===== config.mk =====
export PLATFORM = sky130hd
export DESIGN_NAME = dual_servo_ramp_gesture_sequencer_flat
export DESIGN_NICKNAME = d
export VERILOG_FILES = /design/src/hdl/dsrgs_pkg.sv /design/src/hdl/dsrgs_if.sv /design/src/hdl/dual_servo_ramp_gesture_sequencer.sv /design/src/hdl/dsrgs_pulse.sv /design/src/flat_wrapper.sv
export SDC_FILE = /design/constraint.sdc
export NUM_CORES = 1
export LEC_CHECK = 0
export ABC_AREA = 1
export BUFFER_PORTS_ARGS = -buffer_cell sky130_fd_sc_hd__buf_2
export CAP_MARGIN = 5
export CORE_MARGIN = 2
export CORE_UTILIZATION = 60
export CTS_BUF_LIST = sky130_fd_sc_hd__clkbuf_8
export CTS_CLUSTER_DIAMETER = 80
export CTS_CLUSTER_SIZE = 20
export DETAILED_ROUTE_END_ITERATION = 10
export PLACE_DENSITY = 0.8
export SYNTH_ARGS = -nofsm -noshare
export SYNTH_HDL_FRONTEND = slang
export SYNTH_SLANG_ARGS = --single-unit

===== constraint.sdc =====
create_clock -name clock -period 6.2 [get_ports clock]
set_input_delay 0 -clock clock [delete_from_list [all_inputs] [get_ports clock]]
set_output_delay 0 -clock clock [all_outputs]
set_load 0.02 [all_outputs]

===== src/hdl/dsrgs_pkg.sv =====
package dsrgs_pkg;

   localparam int ANGLE_W     = 8;
   localparam int PULSE_W     = 12;
   localparam int KIND_W      = 4;
   localparam int DELAY_W     = 8;
   localparam int PC_W        = 4;
   localparam int SEG_W       = 4;
   localparam int CSR_IDX_W   = 1;
   localparam int NUM_W       = 20;
   localparam int RECIP_W     = 21;
   localparam int RECIP_SHIFT = 28;
   localparam int PROD_W      = NUM_W + RECIP_W;
   localparam int QUOT_W      = PROD_W - RECIP_SHIFT;

   localparam logic [ANGLE_W-1:0] ANGLE_FULL = 8'd180;
   localparam logic [ANGLE_W-1:0] ANGLE_HOME = 8'd90;
   // floor(2^28 / 180)
   localparam logic [RECIP_W-1:0] RECIP_180  = 21'd1491308;

   localparam logic [PULSE_W-1:0] PULSE_MIN_RST = 12'd500;
   localparam logic [PULSE_W-1:0] PULSE_MAX_RST = 12'd2500;

   localparam logic AXIS_H = 1'b0;
   localparam logic AXIS_V = 1'b1;

   typedef enum logic [KIND_W-1:0] {
      KIND_TICK     = 4'd0,
      KIND_SET_H    = 4'd1,
      KIND_SET_V    = 4'd2,
      KIND_SET_BOTH = 4'd3,
      KIND_RAMP_H   = 4'd4,
      KIND_RAMP_V   = 4'd5,
      KIND_WAG      = 4'd6,
      KIND_SLOW_WAG = 4'd7,
      KIND_DROOP    = 4'd8,
      KIND_PERK     = 4'd9
   } kind_type;

   typedef enum logic [2:0] {
      PROG_RAMP     = 3'd0,
      PROG_WAG      = 3'd1,
      PROG_SLOW_WAG = 3'd2,
      PROG_DROOP    = 3'd3,
      PROG_PERK     = 3'd4
   } prog_type;

   typedef enum logic [CSR_IDX_W-1:0] {
      CSR_PULSE_MIN = 1'd0,
      CSR_PULSE_MAX = 1'd1
   } csr_idx_type;

   typedef struct packed {
      logic               valid;
      logic               axis;
      logic [ANGLE_W-1:0] target;
      logic [DELAY_W-1:0] delay;
   } seg_type;

   typedef enum logic [2:0] {
      OP_DECODE,
      OP_ADVANCE,
      OP_PMUL,
      OP_PRECIP,
      OP_PFIX,
      OP_RESULT
   } op_type;

   typedef enum logic [1:0] {
      JC_NEXT,
      JC_IF_NOT_ADV,
      JC_IF_SKIP
   } jc_type;

   typedef struct packed {
      op_type          op;
      logic            axis;
      jc_type          jc;
      logic [PC_W-1:0] target;
   } uword_type;

   typedef struct packed {
      logic mul;
      logic recip;
   } pulse_ctl_type;

   typedef struct packed {
      logic [ANGLE_W-1:0] h_angle;
      logic [ANGLE_W-1:0] v_angle;
      logic [PULSE_W-1:0] h_pulse_us;
      logic [PULSE_W-1:0] v_pulse_us;
      logic               busy_res;
      logic               status;
      logic               moved;
   } rsp_data_type;

   function automatic seg_type mk_seg(logic axis, logic [ANGLE_W-1:0] target,
                                      logic [DELAY_W-1:0] delay);
      seg_type s;
      s.valid  = 1'b1;
      s.axis   = axis;
      s.target = target;
      s.delay  = delay;
      return s;
   endfunction

   // gesture segment tables; ramp segment comes from registers
   function automatic seg_type seg_rom(prog_type prog, logic [SEG_W-1:0] idx);
      seg_type s;
      s = '0;
      unique case (prog)
         PROG_WAG: begin
            unique case (idx)
               4'd0:             s = mk_seg(AXIS_V, 8'd110, 8'd10);
               4'd1, 4'd3, 4'd5: s = mk_seg(AXIS_H, 8'd55, 8'd8);
               4'd2, 4'd4, 4'd6: s = mk_seg(AXIS_H, 8'd125, 8'd8);
               4'd7:             s = mk_seg(AXIS_H, ANGLE_HOME, 8'd10);
               4'd8:             s = mk_seg(AXIS_V, ANGLE_HOME, 8'd10);
               default:          s = '0;
            endcase
         end
         PROG_SLOW_WAG: begin
            unique case (idx)
               4'd0, 4'd2: s = mk_seg(AXIS_H, 8'd65, 8'd18);
               4'd1, 4'd3: s = mk_seg(AXIS_H, 8'd115, 8'd18);
               4'd4:       s = mk_seg(AXIS_H, ANGLE_HOME, 8'd20);
               default:    s = '0;
            endcase
         end
         PROG_DROOP: begin
            unique case (idx)
               4'd0:    s = mk_seg(AXIS_H, ANGLE_HOME, 8'd15);
               4'd1:    s = mk_seg(AXIS_V, 8'd20, 8'd20);
               default: s = '0;
            endcase
         end
         PROG_PERK: begin
            unique case (idx)
               4'd0:    s = mk_seg(AXIS_H, ANGLE_HOME, 8'd10);
               4'd1:    s = mk_seg(AXIS_V, 8'd160, 8'd10);
               default: s = '0;
            endcase
         end
         default: s = '0;
      endcase
      return s;
   endfunction

   function automatic uword_type mk_uword(op_type op, logic axis, jc_type jc,
                                          logic [PC_W-1:0] target);
      uword_type w;
      w.op     = op;
      w.axis   = axis;
      w.jc     = jc;
      w.target = target;
      return w;
   endfunction

   // control store
   function automatic uword_type ucode_rom(logic [PC_W-1:0] pc);
      uword_type w;
      unique case (pc)
         4'd0:    w = mk_uword(OP_DECODE,  AXIS_H, JC_IF_NOT_ADV, 4'd2);
         4'd1:    w = mk_uword(OP_ADVANCE, AXIS_H, JC_IF_SKIP,    4'd1);
         4'd2:    w = mk_uword(OP_PMUL,    AXIS_H, JC_NEXT,       4'd0);
         4'd3:    w = mk_uword(OP_PRECIP,  AXIS_H, JC_NEXT,       4'd0);
         4'd4:    w = mk_uword(OP_PFIX,    AXIS_H, JC_NEXT,       4'd0);
         4'd5:    w = mk_uword(OP_PMUL,    AXIS_V, JC_NEXT,       4'd0);
         4'd6:    w = mk_uword(OP_PRECIP,  AXIS_V, JC_NEXT,       4'd0);
         4'd7:    w = mk_uword(OP_PFIX,    AXIS_V, JC_NEXT,       4'd0);
         default: w = mk_uword(OP_RESULT,  AXIS_H, JC_NEXT,       4'd0);
      endcase
      return w;
   endfunction

endpackage


===== src/hdl/dsrgs_if.sv =====
interface dsrgs_req_if;
   logic                          valid;
   logic                          ready;
   logic [dsrgs_pkg::KIND_W-1:0]  kind;
   logic [dsrgs_pkg::ANGLE_W-1:0] angle;
   logic [dsrgs_pkg::DELAY_W-1:0] step_delay;

   modport source (output valid, kind, angle, step_delay, input ready);
   modport sink   (input valid, kind, angle, step_delay, output ready);
endinterface

interface dsrgs_rsp_if;
   logic                          valid;
   logic                          ready;
   logic [dsrgs_pkg::ANGLE_W-1:0] h_angle;
   logic [dsrgs_pkg::ANGLE_W-1:0] v_angle;
   logic [dsrgs_pkg::PULSE_W-1:0] h_pulse_us;
   logic [dsrgs_pkg::PULSE_W-1:0] v_pulse_us;
   logic                          busy_res;
   logic                          status;
   logic                          moved;

   modport source (output valid, h_angle, v_angle, h_pulse_us, v_pulse_us,
                   busy_res, status, moved, input ready);
   modport sink   (input valid, h_angle, v_angle, h_pulse_us, v_pulse_us,
                   busy_res, status, moved, output ready);
endinterface

interface dsrgs_csr_if;
   logic                            valid;
   logic                            ready;
   logic [dsrgs_pkg::CSR_IDX_W-1:0] index;
   logic [dsrgs_pkg::PULSE_W-1:0]   data;

   modport source (output valid, index, data, input ready);
   modport sink   (input valid, index, data, output ready);
endinterface


===== src/hdl/dual_servo_ramp_gesture_sequencer.sv =====
// Two-axis servo positioner with slew-limited ramps and built-in gestures.
// req channel: one item per command (kind, angle, step_delay); a tick item
// (kind 0) is expected once per millisecond and advances a running ramp or
// gesture. rsp channel: exactly one result item per request item, carrying
// both angles, both pulse widths, busy, reject status and a moved flag.
// csr channel: always ready; index 0 writes pulse_min_us, index 1 writes
// pulse_max_us. Write it only while no item is in flight.
// Sequencing: a microcoded sequencer runs each item through its control store:
// a decode step, then, for an item that advances a ramp or gesture, an advance
// step that repeats for each finished segment skipped, then the pulse steps
// for each axis, then the result step. The pulse divide uses one shared
// multiply-by-reciprocal unit, three steps per axis. One item at a time.
// req ready is high whenever no item is in the sequencer; a finished result
// sits in the output register, so the next item is taken while it waits.
// When rsp is stalled, the sequencer holds at its last step until the output
// register frees. Reset: angles 90, idle, pulse range 500..2500 us.
module dual_servo_ramp_gesture_sequencer (
   input  logic        clock,
   input  logic        reset,
   dsrgs_req_if.sink   req_chan,
   dsrgs_rsp_if.source rsp_chan,
   dsrgs_csr_if.sink   csr_chan
);

   logic                          active_ff, active_in;
   logic [dsrgs_pkg::PC_W-1:0]    pc_ff, pc_in;
   logic [dsrgs_pkg::KIND_W-1:0]  kind_ff, kind_in;
   logic [dsrgs_pkg::ANGLE_W-1:0] ang_ff, ang_in;
   logic [dsrgs_pkg::DELAY_W-1:0] dly_ff, dly_in;
   logic [dsrgs_pkg::ANGLE_W-1:0] old_h_ff, old_h_in;
   logic [dsrgs_pkg::ANGLE_W-1:0] old_v_ff, old_v_in;
   logic                          status_ff, status_in;
   logic [dsrgs_pkg::ANGLE_W-1:0] h_ff, h_in;
   logic [dsrgs_pkg::ANGLE_W-1:0] v_ff, v_in;
   logic                          running_ff, running_in;
   dsrgs_pkg::prog_type           prog_ff, prog_in;
   logic [dsrgs_pkg::SEG_W-1:0]   seg_ff, seg_in;
   logic [dsrgs_pkg::DELAY_W-1:0] wait_ff, wait_in;
   logic                          raxis_ff, raxis_in;
   logic [dsrgs_pkg::ANGLE_W-1:0] rtarget_ff, rtarget_in;
   logic [dsrgs_pkg::DELAY_W-1:0] rdelay_ff, rdelay_in;
   logic [dsrgs_pkg::PULSE_W-1:0] pmin_ff, pmin_in;
   logic [dsrgs_pkg::PULSE_W-1:0] pmax_ff, pmax_in;
   logic [dsrgs_pkg::PULSE_W-1:0] hp_ff, hp_in;
   logic [dsrgs_pkg::PULSE_W-1:0] vp_ff, vp_in;
   logic                          rsp_valid_ff, rsp_valid_in;
   dsrgs_pkg::rsp_data_type       rsp_ff, rsp_in;

   dsrgs_pkg::uword_type          uw;
   dsrgs_pkg::seg_type            seg;
   dsrgs_pkg::pulse_ctl_type      pulse_ctl;
   logic [dsrgs_pkg::ANGLE_W-1:0] cur_ang;
   logic [dsrgs_pkg::ANGLE_W-1:0] step_ang;
   logic [dsrgs_pkg::ANGLE_W-1:0] pulse_ang;
   logic [dsrgs_pkg::PULSE_W-1:0] pulse;
   logic                          at_target;
   logic                          seg_skip;
   logic                          need_adv;
   logic                          is_start;
   logic                          req_acc;
   logic                          out_free;

   assign uw      = dsrgs_pkg::ucode_rom(pc_ff);
   assign req_acc = req_chan.valid && !active_ff;
   assign out_free = !rsp_valid_ff || rsp_chan.ready;

   assign req_chan.ready = !active_ff;
   assign csr_chan.ready = 1'b1;

   assign rsp_chan.valid      = rsp_valid_ff;
   assign rsp_chan.h_angle    = rsp_ff.h_angle;
   assign rsp_chan.v_angle    = rsp_ff.v_angle;
   assign rsp_chan.h_pulse_us = rsp_ff.h_pulse_us;
   assign rsp_chan.v_pulse_us = rsp_ff.v_pulse_us;
   assign rsp_chan.busy_res   = rsp_ff.busy_res;
   assign rsp_chan.status     = rsp_ff.status;
   assign rsp_chan.moved      = rsp_ff.moved;

   // segment fetch
   always_comb begin
      if (prog_ff == dsrgs_pkg::PROG_RAMP) begin
         seg.valid  = (seg_ff == '0);
         seg.axis   = raxis_ff;
         seg.target = rtarget_ff;
         seg.delay  = rdelay_ff;
      end else begin
         seg = dsrgs_pkg::seg_rom(prog_ff, seg_ff);
      end
      cur_ang   = (seg.axis == dsrgs_pkg::AXIS_V) ? v_ff : h_ff;
      at_target = (cur_ang == seg.target);
      seg_skip  = seg.valid && at_target;
      step_ang  = (cur_ang < seg.target) ? cur_ang + 1'b1 : cur_ang - 1'b1;
      is_start  = (kind_ff >= dsrgs_pkg::KIND_RAMP_H) && (kind_ff <= dsrgs_pkg::KIND_PERK);
      need_adv  = ((kind_ff == dsrgs_pkg::KIND_TICK) && running_ff && (wait_ff <= 8'd1))
               || (is_start && !running_ff);
   end

   assign pulse_ctl.mul   = active_ff && (uw.op == dsrgs_pkg::OP_PMUL);
   assign pulse_ctl.recip = active_ff && (uw.op == dsrgs_pkg::OP_PRECIP);
   assign pulse_ang       = (uw.axis == dsrgs_pkg::AXIS_V) ? v_ff : h_ff;

   dsrgs_pulse u_pulse (
      .clock     (clock),
      .ctl       (pulse_ctl),
      .angle     (pulse_ang),
      .pulse_min (pmin_ff),
      .pulse_max (pmax_ff),
      .pulse     (pulse)
   );

   always_comb begin
      active_in    = active_ff;
      pc_in        = pc_ff;
      kind_in      = kind_ff;
      ang_in       = ang_ff;
      dly_in       = dly_ff;
      old_h_in     = old_h_ff;
      old_v_in     = old_v_ff;
      status_in    = status_ff;
      h_in         = h_ff;
      v_in         = v_ff;
      running_in   = running_ff;
      prog_in      = prog_ff;
      seg_in       = seg_ff;
      wait_in      = wait_ff;
      raxis_in     = raxis_ff;
      rtarget_in   = rtarget_ff;
      rdelay_in    = rdelay_ff;
      pmin_in      = pmin_ff;
      pmax_in      = pmax_ff;
      hp_in        = hp_ff;
      vp_in        = vp_ff;
      rsp_valid_in = rsp_valid_ff;
      rsp_in       = rsp_ff;

      if (csr_chan.valid) begin
         unique case (dsrgs_pkg::csr_idx_type'(csr_chan.index))
            dsrgs_pkg::CSR_PULSE_MIN: pmin_in = csr_chan.data;
            dsrgs_pkg::CSR_PULSE_MAX: pmax_in = csr_chan.data;
            default: ;
         endcase
      end

      if (rsp_valid_ff && rsp_chan.ready) begin
         rsp_valid_in = 1'b0;
      end

      if (req_acc) begin
         active_in = 1'b1;
         pc_in     = '0;
         kind_in   = req_chan.kind;
         ang_in    = (req_chan.angle > dsrgs_pkg::ANGLE_FULL) ? dsrgs_pkg::ANGLE_FULL
                                                               : req_chan.angle;
         dly_in    = req_chan.step_delay;
         old_h_in  = h_ff;
         old_v_in  = v_ff;
         status_in = 1'b0;
      end

      if (active_ff) begin
         unique case (uw.jc)
            dsrgs_pkg::JC_IF_NOT_ADV: pc_in = need_adv ? pc_ff + 1'b1 : uw.target;
            dsrgs_pkg::JC_IF_SKIP:    pc_in = seg_skip ? uw.target : pc_ff + 1'b1;
            default:                  pc_in = pc_ff + 1'b1;
         endcase

         unique case (uw.op)
            dsrgs_pkg::OP_DECODE: begin
               if (kind_ff == dsrgs_pkg::KIND_TICK) begin
                  if (running_ff && (wait_ff > 8'd1)) begin
                     wait_in = wait_ff - 1'b1;
                  end
               end else if (kind_ff <= dsrgs_pkg::KIND_PERK) begin
                  if (running_ff) begin
                     status_in = 1'b1;
                  end else begin
                     unique case (kind_ff)
                        dsrgs_pkg::KIND_SET_H: h_in = ang_ff;
                        dsrgs_pkg::KIND_SET_V: v_in = ang_ff;
                        dsrgs_pkg::KIND_SET_BOTH: begin
                           h_in = ang_ff;
                           v_in = ang_ff;
                        end
                        dsrgs_pkg::KIND_RAMP_H, dsrgs_pkg::KIND_RAMP_V: begin
                           raxis_in   = (kind_ff == dsrgs_pkg::KIND_RAMP_V);
                           rtarget_in = ang_ff;
                           rdelay_in  = (dly_ff == '0) ? 8'd1 : dly_ff;
                           prog_in    = dsrgs_pkg::PROG_RAMP;
                           seg_in     = '0;
                           running_in = 1'b1;
                        end
                        default: begin
                           prog_in    = dsrgs_pkg::prog_type'(3'(kind_ff - 4'd5));
                           seg_in     = '0;
                           running_in = 1'b1;
                        end
                     endcase
                  end
               end
            end
            dsrgs_pkg::OP_ADVANCE: begin
               if (!seg.valid) begin
                  running_in = 1'b0;
                  wait_in    = '0;
               end else if (at_target) begin
                  seg_in = seg_ff + 1'b1;
               end else begin
                  if (seg.axis == dsrgs_pkg::AXIS_V) begin
                     v_in = step_ang;
                  end else begin
                     h_in = step_ang;
                  end
                  wait_in = (seg.delay == '0) ? 8'd1 : seg.delay;
               end
            end
            dsrgs_pkg::OP_PFIX: begin
               if (uw.axis == dsrgs_pkg::AXIS_V) begin
                  vp_in = pulse;
               end else begin
                  hp_in = pulse;
               end
            end
            dsrgs_pkg::OP_RESULT: begin
               if (out_free) begin
                  rsp_in.h_angle    = h_ff;
                  rsp_in.v_angle    = v_ff;
                  rsp_in.h_pulse_us = hp_ff;
                  rsp_in.v_pulse_us = vp_ff;
                  rsp_in.busy_res   = running_ff;
                  rsp_in.status     = status_ff;
                  rsp_in.moved      = (h_ff != old_h_ff) || (v_ff != old_v_ff);
                  rsp_valid_in      = 1'b1;
                  active_in         = 1'b0;
                  pc_in             = '0;
               end else begin
                  pc_in = pc_ff;
               end
            end
            default: ;
         endcase
      end
   end

   always_ff @(posedge clock) begin
      if (reset) begin
         active_ff    <= 1'b0;
         pc_ff        <= '0;
         h_ff         <= dsrgs_pkg::ANGLE_HOME;
         v_ff         <= dsrgs_pkg::ANGLE_HOME;
         running_ff   <= 1'b0;
         prog_ff      <= dsrgs_pkg::PROG_RAMP;
         seg_ff       <= '0;
         wait_ff      <= '0;
         raxis_ff     <= 1'b0;
         rtarget_ff   <= '0;
         rdelay_ff    <= '0;
         pmin_ff      <= dsrgs_pkg::PULSE_MIN_RST;
         pmax_ff      <= dsrgs_pkg::PULSE_MAX_RST;
         rsp_valid_ff <= 1'b0;
      end else begin
         active_ff    <= active_in;
         pc_ff        <= pc_in;
         h_ff         <= h_in;
         v_ff         <= v_in;
         running_ff   <= running_in;
         prog_ff      <= prog_in;
         seg_ff       <= seg_in;
         wait_ff      <= wait_in;
         raxis_ff     <= raxis_in;
         rtarget_ff   <= rtarget_in;
         rdelay_ff    <= rdelay_in;
         pmin_ff      <= pmin_in;
         pmax_ff      <= pmax_in;
         rsp_valid_ff <= rsp_valid_in;
      end
   end

   always_ff @(posedge clock) begin
      kind_ff   <= kind_in;
      ang_ff    <= ang_in;
      dly_ff    <= dly_in;
      old_h_ff  <= old_h_in;
      old_v_ff  <= old_v_in;
      status_ff <= status_in;
      hp_ff     <= hp_in;
      vp_ff     <= vp_in;
      rsp_ff    <= rsp_in;
   end

   a_angle_range: assert property (@(posedge clock) disable iff (reset)
      (h_ff <= dsrgs_pkg::ANGLE_FULL) && (v_ff <= dsrgs_pkg::ANGLE_FULL))
      else $error("servo angle out of range");

   a_idle_no_wait: assert property (@(posedge clock) disable iff (reset)
      !running_ff |-> (wait_ff == '0))
      else $error("wait count left over while not running");

   a_prog_valid: assert property (@(posedge clock) disable iff (reset)
      running_ff |-> (prog_ff <= dsrgs_pkg::PROG_PERK))
      else $error("running with unknown program");

   a_idle_pc: assert property (@(posedge clock) disable iff (reset)
      !active_ff |-> (pc_ff == '0))
      else $error("step counter not parked while idle");

endmodule


===== src/hdl/dsrgs_pulse.sv =====
module dsrgs_pulse (
   input  logic                          clock,
   input  dsrgs_pkg::pulse_ctl_type      ctl,
   input  logic [dsrgs_pkg::ANGLE_W-1:0] angle,
   input  logic [dsrgs_pkg::PULSE_W-1:0] pulse_min,
   input  logic [dsrgs_pkg::PULSE_W-1:0] pulse_max,
   output logic [dsrgs_pkg::PULSE_W-1:0] pulse
);

   logic [dsrgs_pkg::ANGLE_W-1:0] angle_rest;
   logic [dsrgs_pkg::NUM_W-1:0]   num_in;
   logic [dsrgs_pkg::NUM_W-1:0]   num_ff;
   logic [dsrgs_pkg::PROD_W-1:0]  prod_in;
   logic [dsrgs_pkg::PROD_W-1:0]  prod_ff;
   logic [dsrgs_pkg::QUOT_W-1:0]  quot_est;
   logic [dsrgs_pkg::NUM_W-1:0]   quot_x180;
   logic [dsrgs_pkg::NUM_W-1:0]   rem;

   always_comb begin
      angle_rest = dsrgs_pkg::ANGLE_FULL - angle;
      num_in = dsrgs_pkg::NUM_W'(pulse_min) * dsrgs_pkg::NUM_W'(angle_rest)
             + dsrgs_pkg::NUM_W'(pulse_max) * dsrgs_pkg::NUM_W'(angle);
      prod_in = dsrgs_pkg::PROD_W'(num_ff) * dsrgs_pkg::PROD_W'(dsrgs_pkg::RECIP_180);
   end

   always_ff @(posedge clock) begin
      if (ctl.mul) begin
         num_ff <= num_in;
      end
      if (ctl.recip) begin
         prod_ff <= prod_in;
      end
   end

   // reciprocal estimate is exact or one low
   always_comb begin
      quot_est  = prod_ff[dsrgs_pkg::PROD_W-1:dsrgs_pkg::RECIP_SHIFT];
      quot_x180 = dsrgs_pkg::NUM_W'(quot_est) * dsrgs_pkg::NUM_W'(dsrgs_pkg::ANGLE_FULL);
      rem       = num_ff - quot_x180;
      if (rem >= dsrgs_pkg::NUM_W'(dsrgs_pkg::ANGLE_FULL)) begin
         pulse = dsrgs_pkg::PULSE_W'(quot_est + 1'b1);
      end else begin
         pulse = dsrgs_pkg::PULSE_W'(quot_est);
      end
   end

endmodule

===== src/flat_wrapper.sv =====
// flat-port wrapper written by rule: the top's interface ports become plain ports
module dual_servo_ramp_gesture_sequencer_flat 
  (clock, reset, req_chan_valid, req_chan_kind, req_chan_angle, req_chan_step_delay, req_chan_ready, rsp_chan_valid, rsp_chan_h_angle, rsp_chan_v_angle, rsp_chan_h_pulse_us, rsp_chan_v_pulse_us, rsp_chan_busy_res, rsp_chan_status, rsp_chan_moved, rsp_chan_ready, csr_chan_valid, csr_chan_index, csr_chan_data, csr_chan_ready);
  dsrgs_req_if req_chan_i ();
  dsrgs_rsp_if rsp_chan_i ();
  dsrgs_csr_if csr_chan_i ();
  input  logic clock;
  input  logic reset;
  input wire logic [$bits(req_chan_i.valid)-1:0] req_chan_valid;
  input wire logic [$bits(req_chan_i.kind)-1:0] req_chan_kind;
  input wire logic [$bits(req_chan_i.angle)-1:0] req_chan_angle;
  input wire logic [$bits(req_chan_i.step_delay)-1:0] req_chan_step_delay;
  output wire logic [$bits(req_chan_i.ready)-1:0] req_chan_ready;
  output wire logic [$bits(rsp_chan_i.valid)-1:0] rsp_chan_valid;
  output wire logic [$bits(rsp_chan_i.h_angle)-1:0] rsp_chan_h_angle;
  output wire logic [$bits(rsp_chan_i.v_angle)-1:0] rsp_chan_v_angle;
  output wire logic [$bits(rsp_chan_i.h_pulse_us)-1:0] rsp_chan_h_pulse_us;
  output wire logic [$bits(rsp_chan_i.v_pulse_us)-1:0] rsp_chan_v_pulse_us;
  output wire logic [$bits(rsp_chan_i.busy_res)-1:0] rsp_chan_busy_res;
  output wire logic [$bits(rsp_chan_i.status)-1:0] rsp_chan_status;
  output wire logic [$bits(rsp_chan_i.moved)-1:0] rsp_chan_moved;
  input wire logic [$bits(rsp_chan_i.ready)-1:0] rsp_chan_ready;
  input wire logic [$bits(csr_chan_i.valid)-1:0] csr_chan_valid;
  input wire logic [$bits(csr_chan_i.index)-1:0] csr_chan_index;
  input wire logic [$bits(csr_chan_i.data)-1:0] csr_chan_data;
  output wire logic [$bits(csr_chan_i.ready)-1:0] csr_chan_ready;
  assign req_chan_i.valid = req_chan_valid;
  assign req_chan_i.kind = req_chan_kind;
  assign req_chan_i.angle = req_chan_angle;
  assign req_chan_i.step_delay = req_chan_step_delay;
  assign req_chan_ready = req_chan_i.ready;
  assign rsp_chan_valid = rsp_chan_i.valid;
  assign rsp_chan_h_angle = rsp_chan_i.h_angle;
  assign rsp_chan_v_angle = rsp_chan_i.v_angle;
  assign rsp_chan_h_pulse_us = rsp_chan_i.h_pulse_us;
  assign rsp_chan_v_pulse_us = rsp_chan_i.v_pulse_us;
  assign rsp_chan_busy_res = rsp_chan_i.busy_res;
  assign rsp_chan_status = rsp_chan_i.status;
  assign rsp_chan_moved = rsp_chan_i.moved;
  assign rsp_chan_i.ready = rsp_chan_ready;
  assign csr_chan_i.valid = csr_chan_valid;
  assign csr_chan_i.index = csr_chan_index;
  assign csr_chan_i.data = csr_chan_data;
  assign csr_chan_ready = csr_chan_i.ready;
  dual_servo_ramp_gesture_sequencer u_core (.clock(clock), .reset(reset), .req_chan(req_chan_i), .rsp_chan(rsp_chan_i), .csr_chan(csr_chan_i));
endmodule

==> results.ini <==
[final_layout]
stdcell_count=3658
drive_above_1_share_pct=10.61
nNetsFinal=3747
utilization_pct=67.17
syn2layout_area_growth_pct=11.16
diodes=0

[cts]
cts_buffer_depth=3
clkTransAtPathRegs_ps=130
htreeDepth=1
insertion_delay_ps=590
numCtsBuffers=16
root_buffer=clkbuf_8
cts_tree=done
cts_num_sinks=230

[floorplanning]
die_h_um=208.8
initial_utilization_pct=60.42
rows=75
die-area_mm2=0.04361
ios=84
core-area_mm2=0.04167
dieWidth_um=208.8

[drt]
vias=20200
wl_per_cell_um=17.42
drc=0
detail-route-antenna-nets=0
drt_iter0_markers=1701
wl_um=63720
drt-pass1-iter-count=6
routed_via_density=5.522

[critical_path]
crit_path_top_delay_cell=fa_1
ff2ff_setup_slack_ps=100
cp_data_required_time_ps=6560
end_kind=flip-flop
start_kind=flip-flop
max_stage_delay_ps=520
crit_path_max_fanout=6
arrival_ps=6460
crit_type=reg2reg
crit_top_cell=fa_1

[logic_synthesis]
synth_top_family_by_area=adder cells
synth_area_leaders=fa_1 24%, edfxtp_1 16%, ha_1 15%, inv_1 10%, dfxtp_1 7.5%
synth_top_flop_cell=edfxtp_1
synthCells=2923
synth_xor_area_share_pct=2.922
ys_ff_latch=230
synth.most_common_cell=inv_1
synthAdderAreaFrac_pct=38.77
syn_avg_cell_area_um2=8.613
synth-compound-area-share_pct=7.505
synth-seq-area-share_pct=23.70
yosysUniqueCellTypes=57
synth-edff-count=136
synth_area_leader_cell=fa_1
synth_mux_area_share_pct=0
netlist_top_cells_count=680 x inv_1, 488 x nand2_1, 300 x fa_1, 300 x ha_1, 249 x nor2_1
syn_area_mm2=0.02518
synthSimpleGateAreaFrac_pct=16.04
synth_top_area_share_pct=23.86
syn_nets=3561
yosysWarnings=0
synth-async-reset-ratio_pct=0

[timing]
min_period_ps=6100
drv_slew=0
min_period_over_period_pct=98.39
fin_skew_ps=64.18
relSlewSlack_pct=13.17
tightest_slew_ps=1298
rsz0062_at_grt=yes
fmax_mhz=163.9
setup_viol=0
hold_violations=0

[placed_design]
post-place-cells=3575
detailed_place_hpwl_um=52200
place_congestion=0.9819
io_buffers=82

[grt]
grt_max_degree=64
antenna_found_initial=0
grt.overflow.total=0
grt_first_pass_wirelength_um=102300
gr-usage-all-layers_pct=29.37
grt_pass1_vias=20560

[outcome]
status=finished clean

[job]
maxCapViolCount=0

[min_path]
hp-class=in2reg

## cells in the final DEF, fill, tap and decap left out, types with 8 or more instances in the layout
master,count
nor3_1,15
inv_1,679
a31oi_1,10
nand4_1,22
a21o_1,8
o211ai_1,18
xor2_1,51
xnor2_1,31
nand3_1,95
o21ai_1,9
a21oi_1,124
a21oi_2,13
dfxtp_1,92
fa_1,297
o21ai_0,91
clkbuf_8,18
nand2_1,474
ha_1,288
nand3b_1,12
ha_4,12
dlygate4sd3_1,43
nor2_4,9
nor2_1,241
nor2_2,8
buf_2,82
inv_2,24
o21ai_2,14
edfxtp_1,136
nand2_2,23
buf_4,70
## metal layers
| layer | wire, um | track usage [%] | up-vias |
|---|---|---|---|
| met1 | 25260 | 37.32 | 9729 |
| met4 | 2603 | 10.79 | 0 |
| met3 | 4176 | 3.847 | 172 |
| met5 | 0 | 0 | - |
| met2 | 31680 | 51.46 | 796 |
| li1 | - | - | 9504 |
## cell families (layout without fill, tap and decap cells)
family	after synthesis	in the layout
other	1	1
buffers and inverters	734	929
AO/OA/AOI/OAI	331	331
XOR/XNOR	84	84
adder cells (fa/ha/maj)	600	600
AND/OR/NAND/NOR	943	944
flip-flops	230	230
## flip-flops by register name, summed over array words and instances, names as in the netlist, 12 cells and up, named ones only
register and count:
u_core.rsp_chan.v_pulse_us 12, u_core.u_pulse.prod_ff 13, u_core.hp_ff 12, u_core.pmin_ff 12, u_core.pmax_ff 12, u_core.rsp_chan.h_pulse_us 12, u_core.u_pulse.num_ff 20, u_core.vp_ff 12
## timing repair
| item | CTS | global route |
|---|---|---|
| endpoints found under the hold margin | 61 | 0 |
| hold buffers | 43 | 0 |
| pin swaps | 2 | 24 |
| cloned | 1 | 2 |
| buffers inserted | 2 | 7 |
| resized for setup | 21 | 106 |
| setup endpoints to repair | 8 | 13 |
## worst max-delay path: cells and delay by family, from the launching register on
kind / cells / cell delay (ps)
buffers and inverters: 6 / 460
adders and majority gates: 7 / 3190
DFF: 1 / 380
AOI/OAI and AO/OA: 7 / 930
xor gates and xnor gates: 2 / 340
and+or+nand+nor: 5 / 610
## per-stage QoR
stage          setup TNS, ps  worst slack [ps]  instance area, um2  hold slack, ps
3_3_place_gp          -46.00            -46.00               26620           176.7
2_1_floorplan              0             3.209               25190           78.34
3_5_place_dp          -593.1            -146.5               26620           178.1
6_report                   0             99.62               27980           125.8
4_1_cts               -21.43            -21.43               27470           101.3
5_1_grt               -756.9            -130.1               27980           117.2
## path summary, 6_finish.rpt
path / start / end / cells past startpoint
worst max-delay path: u_core.pc_ff[3] / u_core.u_pulse.num_ff[13] / 27
worst min-delay path: req_chan_step_delay[5] / u_core.dly_ff[5] / 2
worst max register to register: u_core.pc_ff[3] / u_core.u_pulse.num_ff[13] / 27
worst min register to register: u_core.hp_ff[0] / u_core.rsp_chan.h_pulse_us[0] / 0
## area by class of cell
class                      count  area, um2
clock inverter                10      66.31
timing repair buffer         199       1411
clock buffer                  18      247.7
inverter                     702       2646
tap                          539      674.4
fill                        3294      13680
multi-input combinational   1960      16970
sequential                   230       5971
Power is left out: the tool's default activity adds up to more than one toggle a clock period on the data nets, which glitch-free logic cannot reach.
